File: src/hw/rtl/dctd_pkg.sv
`timescale 1ns / 1ps
// ----------------------------------------------------------------------------
// dctd_pkg: shared definitions for the divisor counter
// Holds the default value width, the count field width and limit, and the
// status bundle that the remainder unit returns to the sequencer.
// ----------------------------------------------------------------------------
package dctd_pkg;

    // Default width of the value that is examined.
    localparam int VALUE_WIDTH_DEF = 31;

    // Width of the count fields and the value at which they saturate.
    localparam int COUNT_W = 11;
    localparam logic [COUNT_W-1:0] COUNT_MAX = {COUNT_W{1'b1}};

    // Status of the iterative remainder unit.
    typedef struct packed {
        logic busy;   // A division is in progress.
        logic done;   // One-cycle pulse: the remainder is ready.
        logic zero;   // The remainder is zero (valid with done).
    } t_rem_stat;

endpackage

File: src/hw/rtl/dctd_rem.sv
`timescale 1ns / 1ps
// ----------------------------------------------------------------------------
// dctd_rem: iterative restoring remainder unit
// Computes dividend mod divisor one dividend bit per cycle, most significant
// bit first, and reports whether the remainder is zero.
// ----------------------------------------------------------------------------
module dctd_rem #(
    parameter int VALUE_WIDTH = dctd_pkg::VALUE_WIDTH_DEF
) (
    input  logic                   i_clk,
    input  logic                   i_rst_n,
    input  logic                   i_start,
    input  logic [VALUE_WIDTH-1:0] i_dividend,
    input  logic [VALUE_WIDTH-1:0] i_divisor,
    output dctd_pkg::t_rem_stat    o_stat
);
    import dctd_pkg::*;

    localparam int CNT_W = $clog2(VALUE_WIDTH + 1);

    logic [VALUE_WIDTH-1:0] r_rem;
    logic [VALUE_WIDTH-1:0] r_dvd;
    logic [CNT_W-1:0]       r_cnt;
    logic                   r_busy;
    logic                   r_done;

    logic [VALUE_WIDTH:0]   shifted;
    logic [VALUE_WIDTH:0]   diff;
    logic [VALUE_WIDTH-1:0] n_rem;

    // One restoring step: bring in the next dividend bit, subtract if it fits.
    always_comb begin
        shifted = {r_rem, r_dvd[VALUE_WIDTH-1]};
        diff    = shifted - {1'b0, i_divisor};
        if (shifted >= {1'b0, i_divisor}) begin
            n_rem = diff[VALUE_WIDTH-1:0];
        end else begin
            n_rem = shifted[VALUE_WIDTH-1:0];
        end
    end

    // Control: bit counter, busy and done pulse.
    always_ff @(posedge i_clk) begin
        if (!i_rst_n) begin
            r_busy <= 1'b0;
            r_done <= 1'b0;
            r_cnt  <= '0;
        end else begin
            r_done <= 1'b0;
            if (i_start) begin
                r_busy <= 1'b1;
                r_cnt  <= CNT_W'(VALUE_WIDTH);
            end else if (r_busy) begin
                r_cnt <= r_cnt - 1'b1;
                if (r_cnt == CNT_W'(1)) begin
                    r_busy <= 1'b0;
                    r_done <= 1'b1;
                end
            end
        end
    end

    // Datapath: partial remainder and dividend shift register.
    always_ff @(posedge i_clk) begin
        if (i_start) begin
            r_rem <= '0;
            r_dvd <= i_dividend;
        end else if (r_busy) begin
            r_rem <= n_rem;
            r_dvd <= {r_dvd[VALUE_WIDTH-2:0], 1'b0};
        end
    end

    assign o_stat.busy = r_busy;
    assign o_stat.done = r_done;
    assign o_stat.zero = (r_rem == '0);

    // A start always launches a division on the next cycle.
    a_start_busy: assert property (@(posedge i_clk) disable iff (!i_rst_n)
        i_start |=> r_busy)
        else $error("remainder unit did not go busy after start");

    // The done pulse marks the end of a division, never its middle.
    a_done_idle: assert property (@(posedge i_clk) disable iff (!i_rst_n)
        r_done |-> !r_busy)
        else $error("done raised while still busy");

    // Done is a single-cycle pulse.
    a_done_pulse: assert property (@(posedge i_clk) disable iff (!i_rst_n)
        r_done |=> !r_done)
        else $error("done held for more than one cycle");

endmodule

File: src/hw/rtl/divisor_count_trial_division.sv
`timescale 1ns / 1ps
// Each trial divisor takes a square check and one pass of the bit-serial remainder unit.
// Throughput: one item at a time; a new item can be taken in the cycle after the previous result
// has moved into the output register, which may still be waiting to be taken.
// Reset (synchronous, active low) empties the output register and returns the
// sequencer to idle.
// ----------------------------------------------------------------------------
// divisor_count_trial_division: divisor counter by trial division
// Tries every candidate i while i*i does not exceed the value, using a shared
// iterative remainder unit, and returns the count, the count minus one and a
// prime flag.
// ----------------------------------------------------------------------------
module divisor_count_trial_division #(
    parameter int VALUE_WIDTH = dctd_pkg::VALUE_WIDTH_DEF
) (
    input  logic                         i_clk,
    input  logic                         i_rst_n,
    input  logic                         i_valid,
    output logic                         o_ready,
    input  logic [VALUE_WIDTH-1:0]       i_n_value,
    output logic                         o_valid,
    input  logic                         i_ready,
    output logic [dctd_pkg::COUNT_W-1:0] o_divisor_count,
    output logic [dctd_pkg::COUNT_W-1:0] o_proper_choices,
    output logic                         o_prime_flag
);
    import dctd_pkg::*;

    localparam logic [1:0] S_IDLE  = 2'd0;
    localparam logic [1:0] S_CHECK = 2'd1;
    localparam logic [1:0] S_DIV   = 2'd2;
    localparam logic [1:0] S_DONE  = 2'd3;

    logic [1:0]             r_state;
    logic [VALUE_WIDTH-1:0] r_v;
    logic [VALUE_WIDTH-1:0] r_i;
    logic [VALUE_WIDTH:0]   r_sq;
    logic [COUNT_W-1:0]     r_cnt;
    logic                   r_ovf;
    logic                   r_out_valid;
    logic [COUNT_W-1:0]     r_out_cnt;
    logic [COUNT_W-1:0]     r_out_less;
    logic                   r_out_prime;

    t_rem_stat              rem_stat;
    logic                   in_fire;
    logic                   rem_start;
    logic                   out_free;
    logic [COUNT_W:0]       sum;
    logic [COUNT_W-1:0]     fin_cnt;
    logic [COUNT_W-1:0]     fin_less;

    assign in_fire   = i_valid && o_ready;
    assign out_free  = !r_out_valid || i_ready;
    assign rem_start = (r_state == S_CHECK) && (r_sq <= {1'b0, r_v});

    // The shared remainder unit tests one candidate at a time.
    dctd_rem #(
        .VALUE_WIDTH(VALUE_WIDTH)
    ) u_rem (
        .i_clk     (i_clk),
        .i_rst_n   (i_rst_n),
        .i_start   (rem_start),
        .i_dividend(r_v),
        .i_divisor (r_i),
        .o_stat    (rem_stat)
    );

    // A divisor adds two, or one when it is the exact square root.
    always_comb begin
        if (r_sq == {1'b0, r_v}) begin
            sum = {1'b0, r_cnt} + (COUNT_W + 1)'(1);
        end else begin
            sum = {1'b0, r_cnt} + (COUNT_W + 1)'(2);
        end
    end

    // Final fields, saturated when the count has run past the field.
    always_comb begin
        if (r_ovf) begin
            fin_cnt  = COUNT_MAX;
            fin_less = COUNT_MAX;
        end else begin
            fin_cnt  = r_cnt;
            fin_less = (r_cnt == '0) ? '0 : r_cnt - 1'b1;
        end
    end

    // Sequencer: check the square, divide, accumulate, then hand off.
    always_ff @(posedge i_clk) begin
        if (!i_rst_n) begin
            r_state <= S_IDLE;
        end else begin
            case (r_state)
                S_IDLE: begin
                    if (in_fire) begin
                        r_state <= S_CHECK;
                    end
                end
                S_CHECK: begin
                    r_state <= rem_start ? S_DIV : S_DONE;
                end
                S_DIV: begin
                    if (rem_stat.done) begin
                        r_state <= S_CHECK;
                    end
                end
                S_DONE: begin
                    if (out_free) begin
                        r_state <= S_IDLE;
                    end
                end
                default: begin
                    r_state <= S_IDLE;
                end
            endcase
        end
    end

    // Candidate, its square and the running count.
    always_ff @(posedge i_clk) begin
        if (in_fire) begin
            r_v   <= i_n_value;
            r_i   <= VALUE_WIDTH'(1);
            r_sq  <= (VALUE_WIDTH + 1)'(1);
            r_cnt <= '0;
            r_ovf <= 1'b0;
        end else if ((r_state == S_DIV) && rem_stat.done) begin
            if (rem_stat.zero) begin
                r_cnt <= sum[COUNT_W-1:0];
                if (sum[COUNT_W]) begin
                    r_ovf <= 1'b1;
                end
            end
            // (i+1)^2 = i^2 + 2i + 1
            r_sq <= r_sq + {r_i, 1'b1};
            r_i  <= r_i + 1'b1;
        end
    end

    // Output register: holds a result until it is taken.
    always_ff @(posedge i_clk) begin
        if (!i_rst_n) begin
            r_out_valid <= 1'b0;
        end else if ((r_state == S_DONE) && out_free) begin
            r_out_valid <= 1'b1;
        end else if (i_ready) begin
            r_out_valid <= 1'b0;
        end
    end

    always_ff @(posedge i_clk) begin
        if ((r_state == S_DONE) && out_free) begin
            r_out_cnt   <= fin_cnt;
            r_out_less  <= fin_less;
            r_out_prime <= !r_ovf && (r_cnt == COUNT_W'(2));
        end
    end

    assign o_ready          = (r_state == S_IDLE);
    assign o_valid          = r_out_valid;
    assign o_divisor_count  = r_out_cnt;
    assign o_proper_choices = r_out_less;
    assign o_prime_flag     = r_out_prime;

    // The remainder unit only works while a candidate is being tested.
    a_idle_quiet: assert property (@(posedge i_clk) disable iff (!i_rst_n)
        (r_state == S_IDLE) |-> !rem_stat.busy)
        else $error("remainder unit busy while idle");

    // A remainder result only arrives while the sequencer waits for it.
    a_done_in_div: assert property (@(posedge i_clk) disable iff (!i_rst_n)
        rem_stat.done |-> (r_state == S_DIV))
        else $error("remainder done outside the divide state");

    // An accepted item always starts at the square check.
    a_accept_check: assert property (@(posedge i_clk) disable iff (!i_rst_n)
        in_fire |=> (r_state == S_CHECK))
        else $error("accepted item did not start the square check");

    // A prime result has exactly two divisors.
    a_prime_count: assert property (@(posedge i_clk) disable iff (!i_rst_n)
        (r_out_valid && r_out_prime) |-> (r_out_cnt == COUNT_W'(2)))
        else $error("prime flag without a count of two");

endmodule

File: config.mk
export PLATFORM = sky130hd
export DESIGN_NAME = divisor_count_trial_division
export DESIGN_NICKNAME = d
export VERILOG_FILES = /design/src/hw/rtl/dctd_pkg.sv /design/src/hw/rtl/dctd_rem.sv /design/src/hw/rtl/divisor_count_trial_division.sv
export SDC_FILE = /design/constraint.sdc
export NUM_CORES = 1
export LEC_CHECK = 0
export BUFFER_PORTS_ARGS = -buffer_cell sky130_fd_sc_hd__buf_2
export CORE_MARGIN = 10
export CORE_UTILIZATION = 50
export CTS_CLUSTER_DIAMETER = 150
export DETAILED_ROUTE_END_ITERATION = 10
export PLACE_DENSITY_LB_ADDON = 0.2
export SLEW_MARGIN = 10
export SYNTH_ARGS = -nofsm -noshare
export SYNTH_HDL_FRONTEND = slang
export SYNTH_HIERARCHICAL = 1
export SYNTH_SLANG_ARGS = --single-unit
File: constraint.sdc
create_clock -name i_clk -period 2.86 [get_ports i_clk]
set_input_delay 0.286 -clock i_clk [delete_from_list [all_inputs] [get_ports i_clk]]
set_output_delay 0.286 -clock i_clk [all_outputs]
set_load 0.02 [all_outputs]
Word-level counts from Yosys, hierarchy flattened. Index checks and enable logic that the tools add are counted.

Add/sub/neg operators: 7. Magnitude comparators: 2. Equality and inequality tests: 9. Muxes and demuxes: 18. Bitwise logic cells: 2. Reduce and logical (&&, ||, !) cells: 17.

Operators by type and width (count): two-way mux 31 bit (3); adder 32 bit (1); == test 32 x 31 -> 1 bit (1); >= comparator 32 x 31 -> 1 bit (1); less-or-equal comparator 32 x 31 -> 1 bit (1); adder 31 x 1 -> 31 bit, second input constant (1); zero test 31 bit (1); subtractor 31 bit (1); adder 11 x 1 -> 12 bit, second input constant (1); adder 11 x 2 -> 12 bit, second input constant (1); two-way mux 12 bit (1); == test 11 x 2 -> 1 bit, second input constant (1); zero test 11 bit (1); two-way mux 11 bit (1); subtractor 11 x 1 -> 11 bit, second input constant (1); two-way mux 5 bit (2); case mux 2 bit (4 select lines) (1); two-way mux 1 bit (7); two-way mux 2 bit (3); AND reduction 3 bit (2); == test 5 x 1 -> 1 bit, second input constant (1); logical AND 1 bit (5); subtractor 5 x 1 -> 5 bit, second input constant (1); == test 2 bit, second input constant (2); 10 further kinds (14).

Flip-flop bits (word level): 201. Bits of input ports: 35. Output and inout bits: 25.

Longest topological paths before layout. Gate-level depths: netlist of the first run.

Depth after elaboration: 4. Mapped depth: 16.

Hierarchy. Netlist of the first run, hierarchy kept.

Modules (own cells, without submodules): divisor_count_trial_division (instances 1, cells each 809, area each 7528.5 um^2, seq. area each 3183.1 um^2); dctd_rem (instances 1, cells each 594, area each 5121.2 um^2, seq. area each 1691.6 um^2).

Worst setup path after synthesis of the first run. OpenSTA, ideal clock, no wires.

Kind: register to register. Start: register r_v[27]. End: register u_rem.r_dvd[10] (data pin). Library setup time: 260 ps. Data arrival time: 2856 ps. Required time: 2600 ps. Slack: -256 ps. Stages on the path, launching flop included: 13. Path buffers: 2. Clock period less this slack: 3116 ps. Cell sequence: edfxtp_1 -> inv_1 -> ha_1 -> inv_1 -> or4_1 -> nor2_1 -> nand3_1 -> inv_1 -> a21oi_1 -> nor3b_1 -> clkbuf_1 -> clkbuf_1 -> mux2_2.

Longest elaborated chain between the ends: 3.

RTL lines: start: declaration (RTL line divisor_count_trial_division.sv:35) `logic [VALUE_WIDTH-1:0] r_v;`; start signal: assignment (RTL line divisor_count_trial_division.sv:123) `r_v <= i_n_value;`; less-or-equal comparator 32 x 31 -> 1 bit (RTL line divisor_count_trial_division.sv:55) `assign rem_start = (r_state == S_CHECK) && (r_sq <= {1'b0, r_v});`; logical AND 1 bit (RTL line divisor_count_trial_division.sv:55); via rem_start (RTL line divisor_count_trial_division.sv:47) `logic rem_start;`; two-way mux 31 bit (RTL line dctd_rem.sv:65) `if (i_start) begin`; end signal: assignment (RTL line dctd_rem.sv:67) `r_dvd <= i_dividend;`; end signal: assignment (RTL line dctd_rem.sv:70) `r_dvd <= {r_dvd[VALUE_WIDTH-2:0], 1'b0};`; end: declaration (RTL line dctd_rem.sv:22) `logic [VALUE_WIDTH-1:0] r_dvd;`.

The timed path passes the listed nets, and every way through them passes these cells. A chain may end at the register's enable or synchronous reset.

Worst setup path after layout of the first run.
Start: register r_v[30]. End: register u_rem.r_dvd[15] (data pin).

Same word-level chain as after synthesis.

==> out/metrics.cfg, run 1 <==
[die]
die-area_mm2 = 0.0320
rows = 58
die_width_um = 179
floorplan.initialDensity = 0.505
core_area_mm2 = 0.0250
io-pin-count = 60
die_h_um = 179

[grt]
grt_pass1_vias = 10900
grt_pass1_wl_um = 55800
grt_max_degree = 92
grt_use_total = 0.211
antenna_found_initial = 0
overflow = 0

[synthesis]
syn_nets = 1540
synth_cells = 1402
syn_area_mm2 = 0.0126
yosys_warnings = 6
synth_area_per_cell_um2 = 9.02

[critical_path]
worst_setup_path_start_kind = flip-flop
worst_ep_arrival_time_ns = 3.31
crit_buf_inv = 4
slowest_stage = or4_4
crit_chain = inv_2 -> ha_4 -> nand2_4 -> or4_4 -> nor2_4 -> a2111oi_4 -> o21ai_1 -> a21oi_1 -> a21oi_2 -> nor3b_4 -> buf_6 -> buf_12 -> buf_16 -> mux2_4
worst-r2r-setup-slack_ns = -0.18
worstPathRequired_ns = 3.14
max_stage_delay_ns = 0.52
setup.worst_path.start = r_v[30]
cp-end-kind = flip-flop
crit_type = flip-flop to flip-flop
cp_top_family = simple AND/OR/NAND/NOR gates
r2r-start = r_v[30]
critPathMaxFanout = 8

[cts]
clock-root-buffer = clkbuf_16
cts_buffers = 25
htreeDepth = 1
cts_tree = built
clk-insertion-delay-late_ns = 0.53
cts_sinks = 201
clk_pin_slew_worst_paths_ns = 0.06
cts_buffer_depth = 3

[sta]
hold_viol = 0
grt_setup_unrepaired = yes
setup_viol = 93
finalCritPeriodShare = 1.06
fin_worst_skew_ns = 0.0210
max_freq_mhz = 329
whs_ns = 0.0998
relSlewSlack = 0.453
slew_violations = 0
worst_slack_ns = -0.177
tightest_slew_ns = 0.817
period_minus_slack_ns = 3.04

[power_and_ir_drop]
power_density_mw_per_mm2 = 817
p_leak_nw = 6.94
worst_ir_drop_vdd_v = 0.000651
p_comb_frac = 0.478
internal-power_mw = 8.24
pwr-share-seq = 0.280
pwr-share-clk = 0.243
net-switching-power_mw = 4.92
swShare = 0.374

[drt]
vias = 11100
final_antenna_net_count = 0
viasPerCell = 5.68
drtIter0Drc = 848
dr.pass1.iters = 5
routedWlPerCell_um = 17.3
wl_um = 34000
drc = 0

[worst_hold_path]
hold_path.class = input port to flip-flop
hp-start = i_valid

[placement]
dp_hpwl_um = 23100
dp_slack_ns = -0.238
gp_congestion = 0.924
port_buffers = 59

[finish]
syn2layout_area_growth_pct = 27.5
antennaDiodeCount = 0
drive_above_1_share = 0.231
fin_util = 0.644
nNetsFinal = 1750
fillers = 2059

[status]
status = finished with violations
violations = negative setup slack

[run]
cap_viol_max_count = 0

[repair_timing]
| item | CTS | global route |
|---|---|---|
| setup endpoints to repair | 95 | 109 |
| setup buffers | 15 | 6 |
| pin swaps | 40 | 21 |
| gates resized for setup | 74 | 52 |
| hold endpoints to repair | 31 | 0 |
| hold buffers | 31 | 0 |
| cloned | 9 | 0 |
[stage by stage]
step                      instance area, um2  cells  total power [mW]  TNS [ns]
after floorplan                        12700   1402              7.25         0
after global placement                 14100   1857              8.95    -13.66
after detailed placement               14100   1857              9.02    -13.41
after CTS                              15900   1957              12.9     -4.35
after global routing                   16100   1961              13.9    -15.45
final                                  16100   1961              13.2     -8.51
[power by group through the flow]
stage / Sequential (mW) / Combinational, mW / Clock, mW
finish: 3.68 / 6.29 / 3.20
global route: 3.72 / 6.82 / 3.39
CTS: 3.66 / 5.99 / 3.27
detailed placement: 3.71 / 5.31 / 0
global placement: 3.72 / 5.24 / 0
floorplan: 3.63 / 3.63 / 0
[sequential cells by signal (all words and copies together), names as in the netlist]
name              flops
u_rem/r_cnt           5
r_state               2
u_rem/r_dvd          31
u_rem/r_busy          1
o_prime_flag          1
o_divisor_count      11
o_proper_choices     11
r_v                  31
r_i                  31
u_rem/r_rem          31
r_cnt                11
r_sq                 32
u_rem/r_done          1
r_ovf                 1
o_valid               1
[routing by layer]
layer | global-route usage | part of all wire | vias to the layer above
li1 | - | - | 5506
met5 | 0 | 0 | -
met1 | 0.281 | 0.45 | 5263
met2 | 0.349 | 0.47 | 311
met4 | 0.0589 | 0.024 | 0
met3 | 0.0318 | 0.056 | 53
[layout make-up]
type	instances	area, um2	area share
timing repair buffer	243	2040	0.127
clock inverter	13	165	0.0102
multi-input combinational	1054	7630	0.473
clock buffer	33	656	0.0407
inverter	87	328	0.0203
tap	330	413	0.0256
sequential	201	4880	0.303
[worst min-delay path: stages]
cell and delay, ns:
buf_2 0.09, nand3_1 0.07, nand2_1 0.07, a41o_1 0.08
[final timing paths]
path / cells after the start / to
max reg2reg: 14 / u_rem/r_dvd[15]
min reg2reg: 2 / r_sq[17]
min: 4 / r_state[0]
max: 14 / u_rem/r_dvd[15]
[layout by cell type, fill, tap and decap left out, types with 7 or more instances in the layout]
cell type / n
or3_1: 11
edfxtp_1: 85
nand3_1: 39
clkbuf_16: 25
buf_12: 7
o21bai_1: 16
mux2_4: 29
nand2_1: 141
a21oi_2: 11
nor3_1: 15
nor2b_1: 15
a21oi_1: 85
dfxtp_1: 112
or2_2: 12
buf_2: 59
nand2b_1: 16
o21ai_0: 47
inv_1: 82
buf_6: 10
xnor2_1: 38
a31oi_1: 8
and4_1: 7
a21o_1: 44
buf_4: 127
a311oi_1: 23
nand4_1: 25
nor2_1: 130
nor4_1: 12
clkbuf_1: 8
xor2_1: 44
a211oi_1: 10
and2_1: 9
dlygate4sd3_1: 31
ha_1: 93
o21a_1: 17
a311oi_2: 7
and3_1: 18
Note: power is estimated with default switching activity, not from simulation.
==> run 2: changes to the inputs <==
--- a/config.mk
+++ b/config.mk
@@ -11,6 +11,7 @@
 export CTS_CLUSTER_DIAMETER = 150
 export DETAILED_ROUTE_END_ITERATION = 10
 export PLACE_DENSITY_LB_ADDON = 0.2
+export RECOVER_POWER = 100
 export SLEW_MARGIN = 10
 export SYNTH_ARGS = -nofsm -noshare
 export SYNTH_HDL_FRONTEND = slang
==> out/metrics.cfg, run 2 (same netlist as run 1, synthesis figures left out) <==
[critical_path]
max_stage_delay_ns = 0.52  ; about the same
worst-r2r-setup-slack_ns = -0.19  ; was -0.18 ns
crit_chain = inv_2 -> ha_4 -> nand2_4 -> or4_4 -> nor2_4 -> a2111oi_4 -> o21ai_1 -> a21oi_1 -> a21oi_2 -> nor3b_4 -> buf_6 -> buf_12 -> buf_16 -> mux2_4  ; unchanged
reg2reg_depth = 14  ; unchanged
critPathMaxFanout = 8  ; unchanged
slowest_stage = or4_4  ; unchanged
crit_type = flip-flop to flip-flop  ; unchanged
cp-endpoint = u_rem/r_dvd[15]  ; unchanged
cp_top_family = simple AND/OR/NAND/NOR gates  ; unchanged
crit_buf_inv = 4  ; unchanged
rr_endpoint = u_rem/r_dvd[15]  ; unchanged
cp-end-kind = flip-flop  ; unchanged
cp.depth = 14  ; unchanged
worst_setup_path_start_kind = flip-flop  ; unchanged
r2r-start = r_v[30]  ; unchanged
setup.worst_path.start = r_v[30]  ; unchanged
worstPathRequired_ns = 3.14  ; about the same
worst_ep_arrival_time_ns = 3.32  ; was 3.31 ns

[cts]
cts_buffer_depth = 3  ; unchanged
htreeDepth = 1  ; unchanged
cts_buffers = 25  ; unchanged
clk-insertion-delay-late_ns = 0.53  ; about the same
cts_tree = built  ; unchanged
clk_pin_slew_worst_paths_ns = 0.06  ; about the same
clock-root-buffer = clkbuf_16  ; unchanged
cts_sinks = 201  ; unchanged

[die]
die-area_mm2 = 0.0320  ; unchanged
floorplan.initialDensity = 0.505  ; unchanged
die_h_um = 179  ; unchanged
io-pin-count = 60  ; unchanged
die_width_um = 179  ; unchanged
core_area_mm2 = 0.0250  ; unchanged
rows = 58  ; unchanged

[finish]
final_common_cell = nand2_1  ; unchanged
largest-register = r_sq  ; unchanged
largest_reg_flops = 32  ; unchanged
layout_common_cells = nand2_1, nor2_1, buf_4, dfxtp_1, ha_1  ; unchanged
fillers = 2082  ; was 2,059
antennaDiodeCount = 0  ; unchanged
nNetsFinal = 1750  ; unchanged
drive_above_1_share = 0.213  ; was 0.231
fin_cells = 1961  ; unchanged
syn2layout_area_growth_pct = 27.0  ; was 27.5%
final_area_mm2 = 0.0161  ; about the same

[placement]
gp_congestion = 0.924  ; unchanged
dp_hpwl_um = 23100  ; unchanged
dp_slack_ns = -0.238  ; unchanged
dp_cells = 1857  ; unchanged
port_buffers = 59  ; unchanged
dpl_cell_area_mm2 = 0.0141  ; unchanged

[sta]
tightest_slew_ns = 1.35  ; was 0.817 ns
finalCritPeriodShare = 1.07  ; was 1.06
slew_violations = 0  ; unchanged
setup_viol = 94  ; was 93
fin_tns_setup_ns = -9.18  ; was -8.51 ns
max_freq_mhz = 328  ; was 329 MHz
fin_worst_skew_ns = 0.0216  ; was 0.0210 ns
period_minus_slack_ns = 3.05  ; was 3.04 ns
worst_slack_ns = -0.187  ; was -0.177 ns
grt_setup_unrepaired = yes  ; unchanged
relSlewSlack = 0.101  ; was 0.453
hold_viol = 0  ; unchanged

[power_and_ir_drop]
internal-power_mw = 8.24  ; about the same
pwr-share-clk = 0.243  ; about the same
p_comb_frac = 0.477  ; was 0.478
power_density_mw_per_mm2 = 820  ; was 817 mW/mm2
worst_ir_drop_vdd_v = 0.000651  ; about the same
swShare = 0.374  ; about the same
net-switching-power_mw = 4.92  ; about the same
p_leak_nw = 6.85  ; was 6.94 nW
total_power_mw = 13.2  ; about the same
pwr-share-seq = 0.280  ; about the same

[drt]
viasPerCell = 5.68  ; about the same
routedWlPerCell_um = 17.4  ; was 17.3 um
drc = 0  ; unchanged
wl_um = 34100  ; was 34,000 um
drtIter0Drc = 829  ; was 848
vias = 11100  ; about the same
dr.pass1.iters = 5  ; unchanged
final_antenna_net_count = 0  ; unchanged

[status]
violations = negative setup slack  ; unchanged
status = finished with violations  ; unchanged

[grt]
grt_max_degree = 92  ; unchanged
grt_use_total = 0.211  ; unchanged
grt_pass1_vias = 10900  ; unchanged
antenna_found_initial = 0  ; unchanged
grt_pass1_wl_um = 55800  ; unchanged
overflow = 0  ; unchanged

[worst_hold_path]
hold_path.class = input port to flip-flop  ; unchanged

[run]
cap_viol_max_count = 0  ; unchanged

==> run 2: changes by cell type in the layout (fill, tap and decap cells not counted) <==
cell      delta
clkinv_2     -1
clkbuf_4     +1
buf_2       -25
buf_12       -1
clkbuf_1    +28
clkbuf_2     +1
clkinv_1     +1
buf_4        -4
==> run 2: area by class of cell <==
class | count | area (um2) | share of cell area
clock buffer | 33 | 656 | 0.0408
clock inverter | 13 | 165 | 0.0103
inverter | 87 | 327 | 0.0203
multi-input combinational | 1054 | 7630 | 0.475
sequential | 201 | 4880 | 0.304
tap | 330 | 413 | 0.0257
timing repair buffer | 243 | 1990 | 0.124
==> run 2: worst min path at each step <==
stage	start	end	depth (start not counted)
2_1_floorplan	i_n_value[0]	r_v[0]	0
3_3_place_gp	i_n_value[30]	r_v[30]	1
3_5_place_dp	i_n_value[24]	r_v[24]	1
4_1_cts	i_valid	r_state[0]	4
5_1_grt	i_valid	r_state[0]	4
6_report	i_valid	r_state[0]	4
==> run 2: timing repair <==
action | in CTS | in global routing
setup buffers | 15 | 6
pin swaps | 40 | 21
setup endpoints to repair | 95 | 109
resized for setup | 74 | 52
gates cloned | 9 | 0
endpoints found under the hold margin | 31 | 0
hold buffers | 31 | 0
==> run 2: power by group through the flow <==
stage / registers, mW / clock network [mW] / logic [mW]
detailed placement: 3.71 / 0 / 5.31
finish: 3.69 / 3.20 / 6.28
global route: 3.72 / 3.39 / 6.81
global placement: 3.72 / 0 / 5.24
CTS: 3.66 / 3.27 / 5.99
floorplan: 3.63 / 0 / 3.63
==> run 2: worst min-delay path, stage by stage <==
cell and delay [ns]:
buf_2 0.09, nand3_1 0.07, nand2_1 0.07, a41o_1 0.08
==> run 2: per-layer routing <==
layer / share of wire / wire length [um] / track usage / vias to the layer above
met5: 0 / 0 / 0 / -
met2: 0.46 / 15800 / 0.349 / 293
met1: 0.46 / 15700 / 0.281 / 5276
met4: 0.024 / 832 / 0.0589 / 0
met3: 0.052 / 1780 / 0.0318 / 55
li1: - / - / - / 5515
==> run 2: stage by stage <==
step,util,hold slack (ns)
detailed placement,0.563,0.464
global placement,0.563,0.463
global route,0.641,0.134
CTS,0.634,0.0615
finish,0.641,0.0986
floorplan,-,0.385
==> run 3: changes to the inputs <==
--- a/config.mk
+++ b/config.mk
@@ -6,8 +6,8 @@
 export NUM_CORES = 1
 export LEC_CHECK = 0
 export BUFFER_PORTS_ARGS = -buffer_cell sky130_fd_sc_hd__buf_2
-export CORE_MARGIN = 10
 export CORE_UTILIZATION = 50
+export CTS_BUF_LIST = sky130_fd_sc_hd__clkbuf_4
 export CTS_CLUSTER_DIAMETER = 150
 export DETAILED_ROUTE_END_ITERATION = 10
 export PLACE_DENSITY_LB_ADDON = 0.2
==> out/metrics.cfg, run 3 (same netlist as run 1, synthesis figures left out) <==
[finish]
drive_above_1_share = 0.236  ; was 0.213
fillers = 2043  ; was 2,082
syn2layout_area_growth_pct = 25.2  ; was 27.0%
layout_common_cells = nand2_1, nor2_1, buf_4, dfxtp_1, ha_1  ; unchanged
largest-register = r_sq  ; unchanged
largest_reg_flops = 32  ; unchanged
nNetsFinal = 1775  ; was 1,750
fin_util = 0.645  ; was 0.641
final_common_cell = nand2_1  ; unchanged
ff_latch_area_mm2 = 0.00488  ; unchanged
multi_input_area_mm2 = 0.00766  ; was 0.00763 mm2

[placement]
gp_congestion = 0.923  ; was 0.924
port_buffers = 59  ; unchanged
dp_hpwl_um = 22300  ; was 23,100 um

[sta]
hold_viol = 0  ; unchanged
finalCritPeriodShare = 1.05  ; was 1.07
fin_worst_skew_ns = 0.0507  ; was 0.0216 ns
tightest_slew_ns = 1.36  ; was 1.35 ns
period_minus_slack_ns = 3.01  ; was 3.05 ns
slew_violations = 0  ; unchanged
relSlewSlack = 0.0921  ; was 0.101
worst_slack_ns = -0.148  ; was -0.187 ns
grt_setup_unrepaired = yes  ; unchanged
max_freq_mhz = 332  ; was 328 MHz
setup_viol = 70  ; was 94

[grt]
grt_use_total = 0.249  ; was 0.211
overflow = 0  ; unchanged
grt_pass1_vias = 10900  ; about the same
grt_pass1_wl_um = 52400  ; was 55,800 um
grt_max_degree = 92  ; unchanged
antenna_found_initial = 1  ; was 0

[critical_path]
critPathMaxFanout = 3  ; was 8
crit_type = flip-flop to flip-flop  ; unchanged
rr_endpoint = u_rem/r_rem[22]  ; was u_rem/r_dvd[15]
worstPathRequired_ns = 3.43  ; was 3.14 ns
worst-r2r-setup-slack_ns = -0.15  ; was -0.19 ns
cp-end-kind = flip-flop  ; unchanged
worst_ep_arrival_time_ns = 3.58  ; was 3.32 ns
reg2reg_depth = 12  ; was 14
r2r-start = u_rem/r_dvd[30]  ; was r_v[30]
worst_setup_path_start_kind = flip-flop  ; unchanged

[worst_hold_path]
hold_path.class = input port to flip-flop  ; unchanged
hp-start = i_n_value[19]  ; was i_valid
min_to = r_v[19]  ; was r_state[0]
whs_path_depth = 2  ; was 4

[drt]
dr_wl_met2_um = 15400  ; was 15,800 um
final_antenna_net_count = 0  ; unchanged
dr.pass1.iters = 5  ; unchanged
vias = 11200  ; was 11,100
viasPerCell = 5.58  ; was 5.68
drtIter0Drc = 836  ; was 829
wl_met1_um = 15000  ; was 15,700 um
route.top_layer_used = met4  ; unchanged
wl_um = 33000  ; was 34,100 um
routedWlPerCell_um = 16.5  ; was 17.4 um
drc = 0  ; unchanged
wl_met3_um = 1900  ; was 1780 um

[status]
status = finished with violations  ; unchanged
violations = negative setup slack  ; unchanged

[cts]
clk_pin_slew_worst_paths_ns = 0.07  ; was 0.06 ns
cts_buffer_depth = 3  ; unchanged
htreeDepth = 2  ; was 1
clock-root-buffer = clkbuf_4  ; was clkbuf_16
cts_tree = built  ; unchanged
cts_sinks = 201  ; unchanged
clk-insertion-delay-late_ns = 0.70  ; was 0.53 ns
cts_buffers = 54  ; was 25

[die]
io-pin-count = 60  ; unchanged
core_area_mm2 = 0.0245  ; was 0.0250 mm2
floorplan.initialDensity = 0.515  ; was 0.505
die-area_mm2 = 0.0259  ; was 0.0320 mm2
die_width_um = 161  ; was 179 um
die_h_um = 161  ; was 179 um
rows = 57  ; was 58

[power_and_ir_drop]
p_leak_nw = 6.79  ; was 6.85 nW
worst_ir_drop_vdd_v = 0.000628  ; was 0.000651 V
power_density_mw_per_mm2 = 778  ; was 820 mW/mm2
total_power_mw = 12.3  ; was 13.2 mW

[run]
cap_viol_max_count = 0  ; unchanged

-- run 3: changes by cell type in the layout (fill, tap and decap cells not counted), sizes merged --
cell         change
buf             -14
bufbuf           -1
bufinv           -4
clkbuf          +54
clkinv           +6
clkinvlp         +1
diode            +1
dlygate4sd3      +3
inv              +2
-- run 3: layout make-up --
cell class	count	share of cell area
repair buffers	239	0.119
diodes	1	0.000158
inverters	87	0.0207
flip-flops and latches	201	0.308
multi-input cells	1054	0.484
clock inverters	18	0.00482
well taps	324	0.0256
clock buffers	79	0.0375
-- run 3: stage by stage --
stage / setup WS (ns) / instance area [um2] / cells / TNS [ns] / hold WS, ns
finish: -0.148 / 15800 / 2003 / -3.37 / 0.300
detailed placement: -0.177 / 14000 / 1835 / -9.47 / 0.464
floorplan: 0.0136 / 12700 / 1402 / 0 / 0.385
global placement: -0.0801 / 14000 / 1835 / -3.26 / 0.462
CTS: -0.0890 / 15400 / 1987 / -1.29 / 0.243
global route: -0.276 / 15800 / 2003 / -13.95 / 0.263
-- run 3: repair_timing --
action                                  4_1_cts  5_1_grt
hold endpoints to repair                     43        0
endpoints found under the setup margin       84      109
pin swaps                                    21       29
setup buffers                                18       14
hold buffers                                 34        0
gates cloned                                  3        4
gates resized for setup                      52       79
-- run 3: how the worst max path moves through the flow --
stage                               start         endpoint  cells past startpoint
after floorplan           u_rem/r_dvd[30]  u_rem/r_rem[27]                     11
after global placement            r_v[30]   u_rem/r_dvd[6]                     11
after detailed placement          r_v[30]  u_rem/r_dvd[28]                     11
after CTS                 u_rem/r_dvd[30]  u_rem/r_rem[27]                     11
after global routing      u_rem/r_dvd[30]  u_rem/r_rem[22]                     12
final                     u_rem/r_dvd[30]  u_rem/r_rem[22]                     12
-- run 3: routing by layer --
layer | up-vias | track usage
met5 | - | 0
met4 | 0 | 0.0750
met3 | 58 | 0.0434
met2 | 335 | 0.413
met1 | 5227 | 0.330
li1 | 5565 | -
-- run 3: critical path: stages (launching register included) --
cell,delay (ns)
edfxtp_1,0.42
inv_1,0.08
ha_2,0.18
fa_2,0.21
nor2b_2,0.05
o31a_1,0.30
o2111a_2,0.30
buf_6,0.13
o21ai_2,0.21
a211oi_1,0.13
o21ai_0,0.23
or3b_4,0.43
a311oi_2,0.23
-- run 3: power by group --
part | leakage [nW] | switching, mW | internal [mW]
Combinational | 4.64 | 3.30 | 2.82
Clock | 0.407 | 1.24 | 1.27
Sequential | 1.75 | 0.323 | 3.37
Total | 6.79 | 4.87 | 7.46
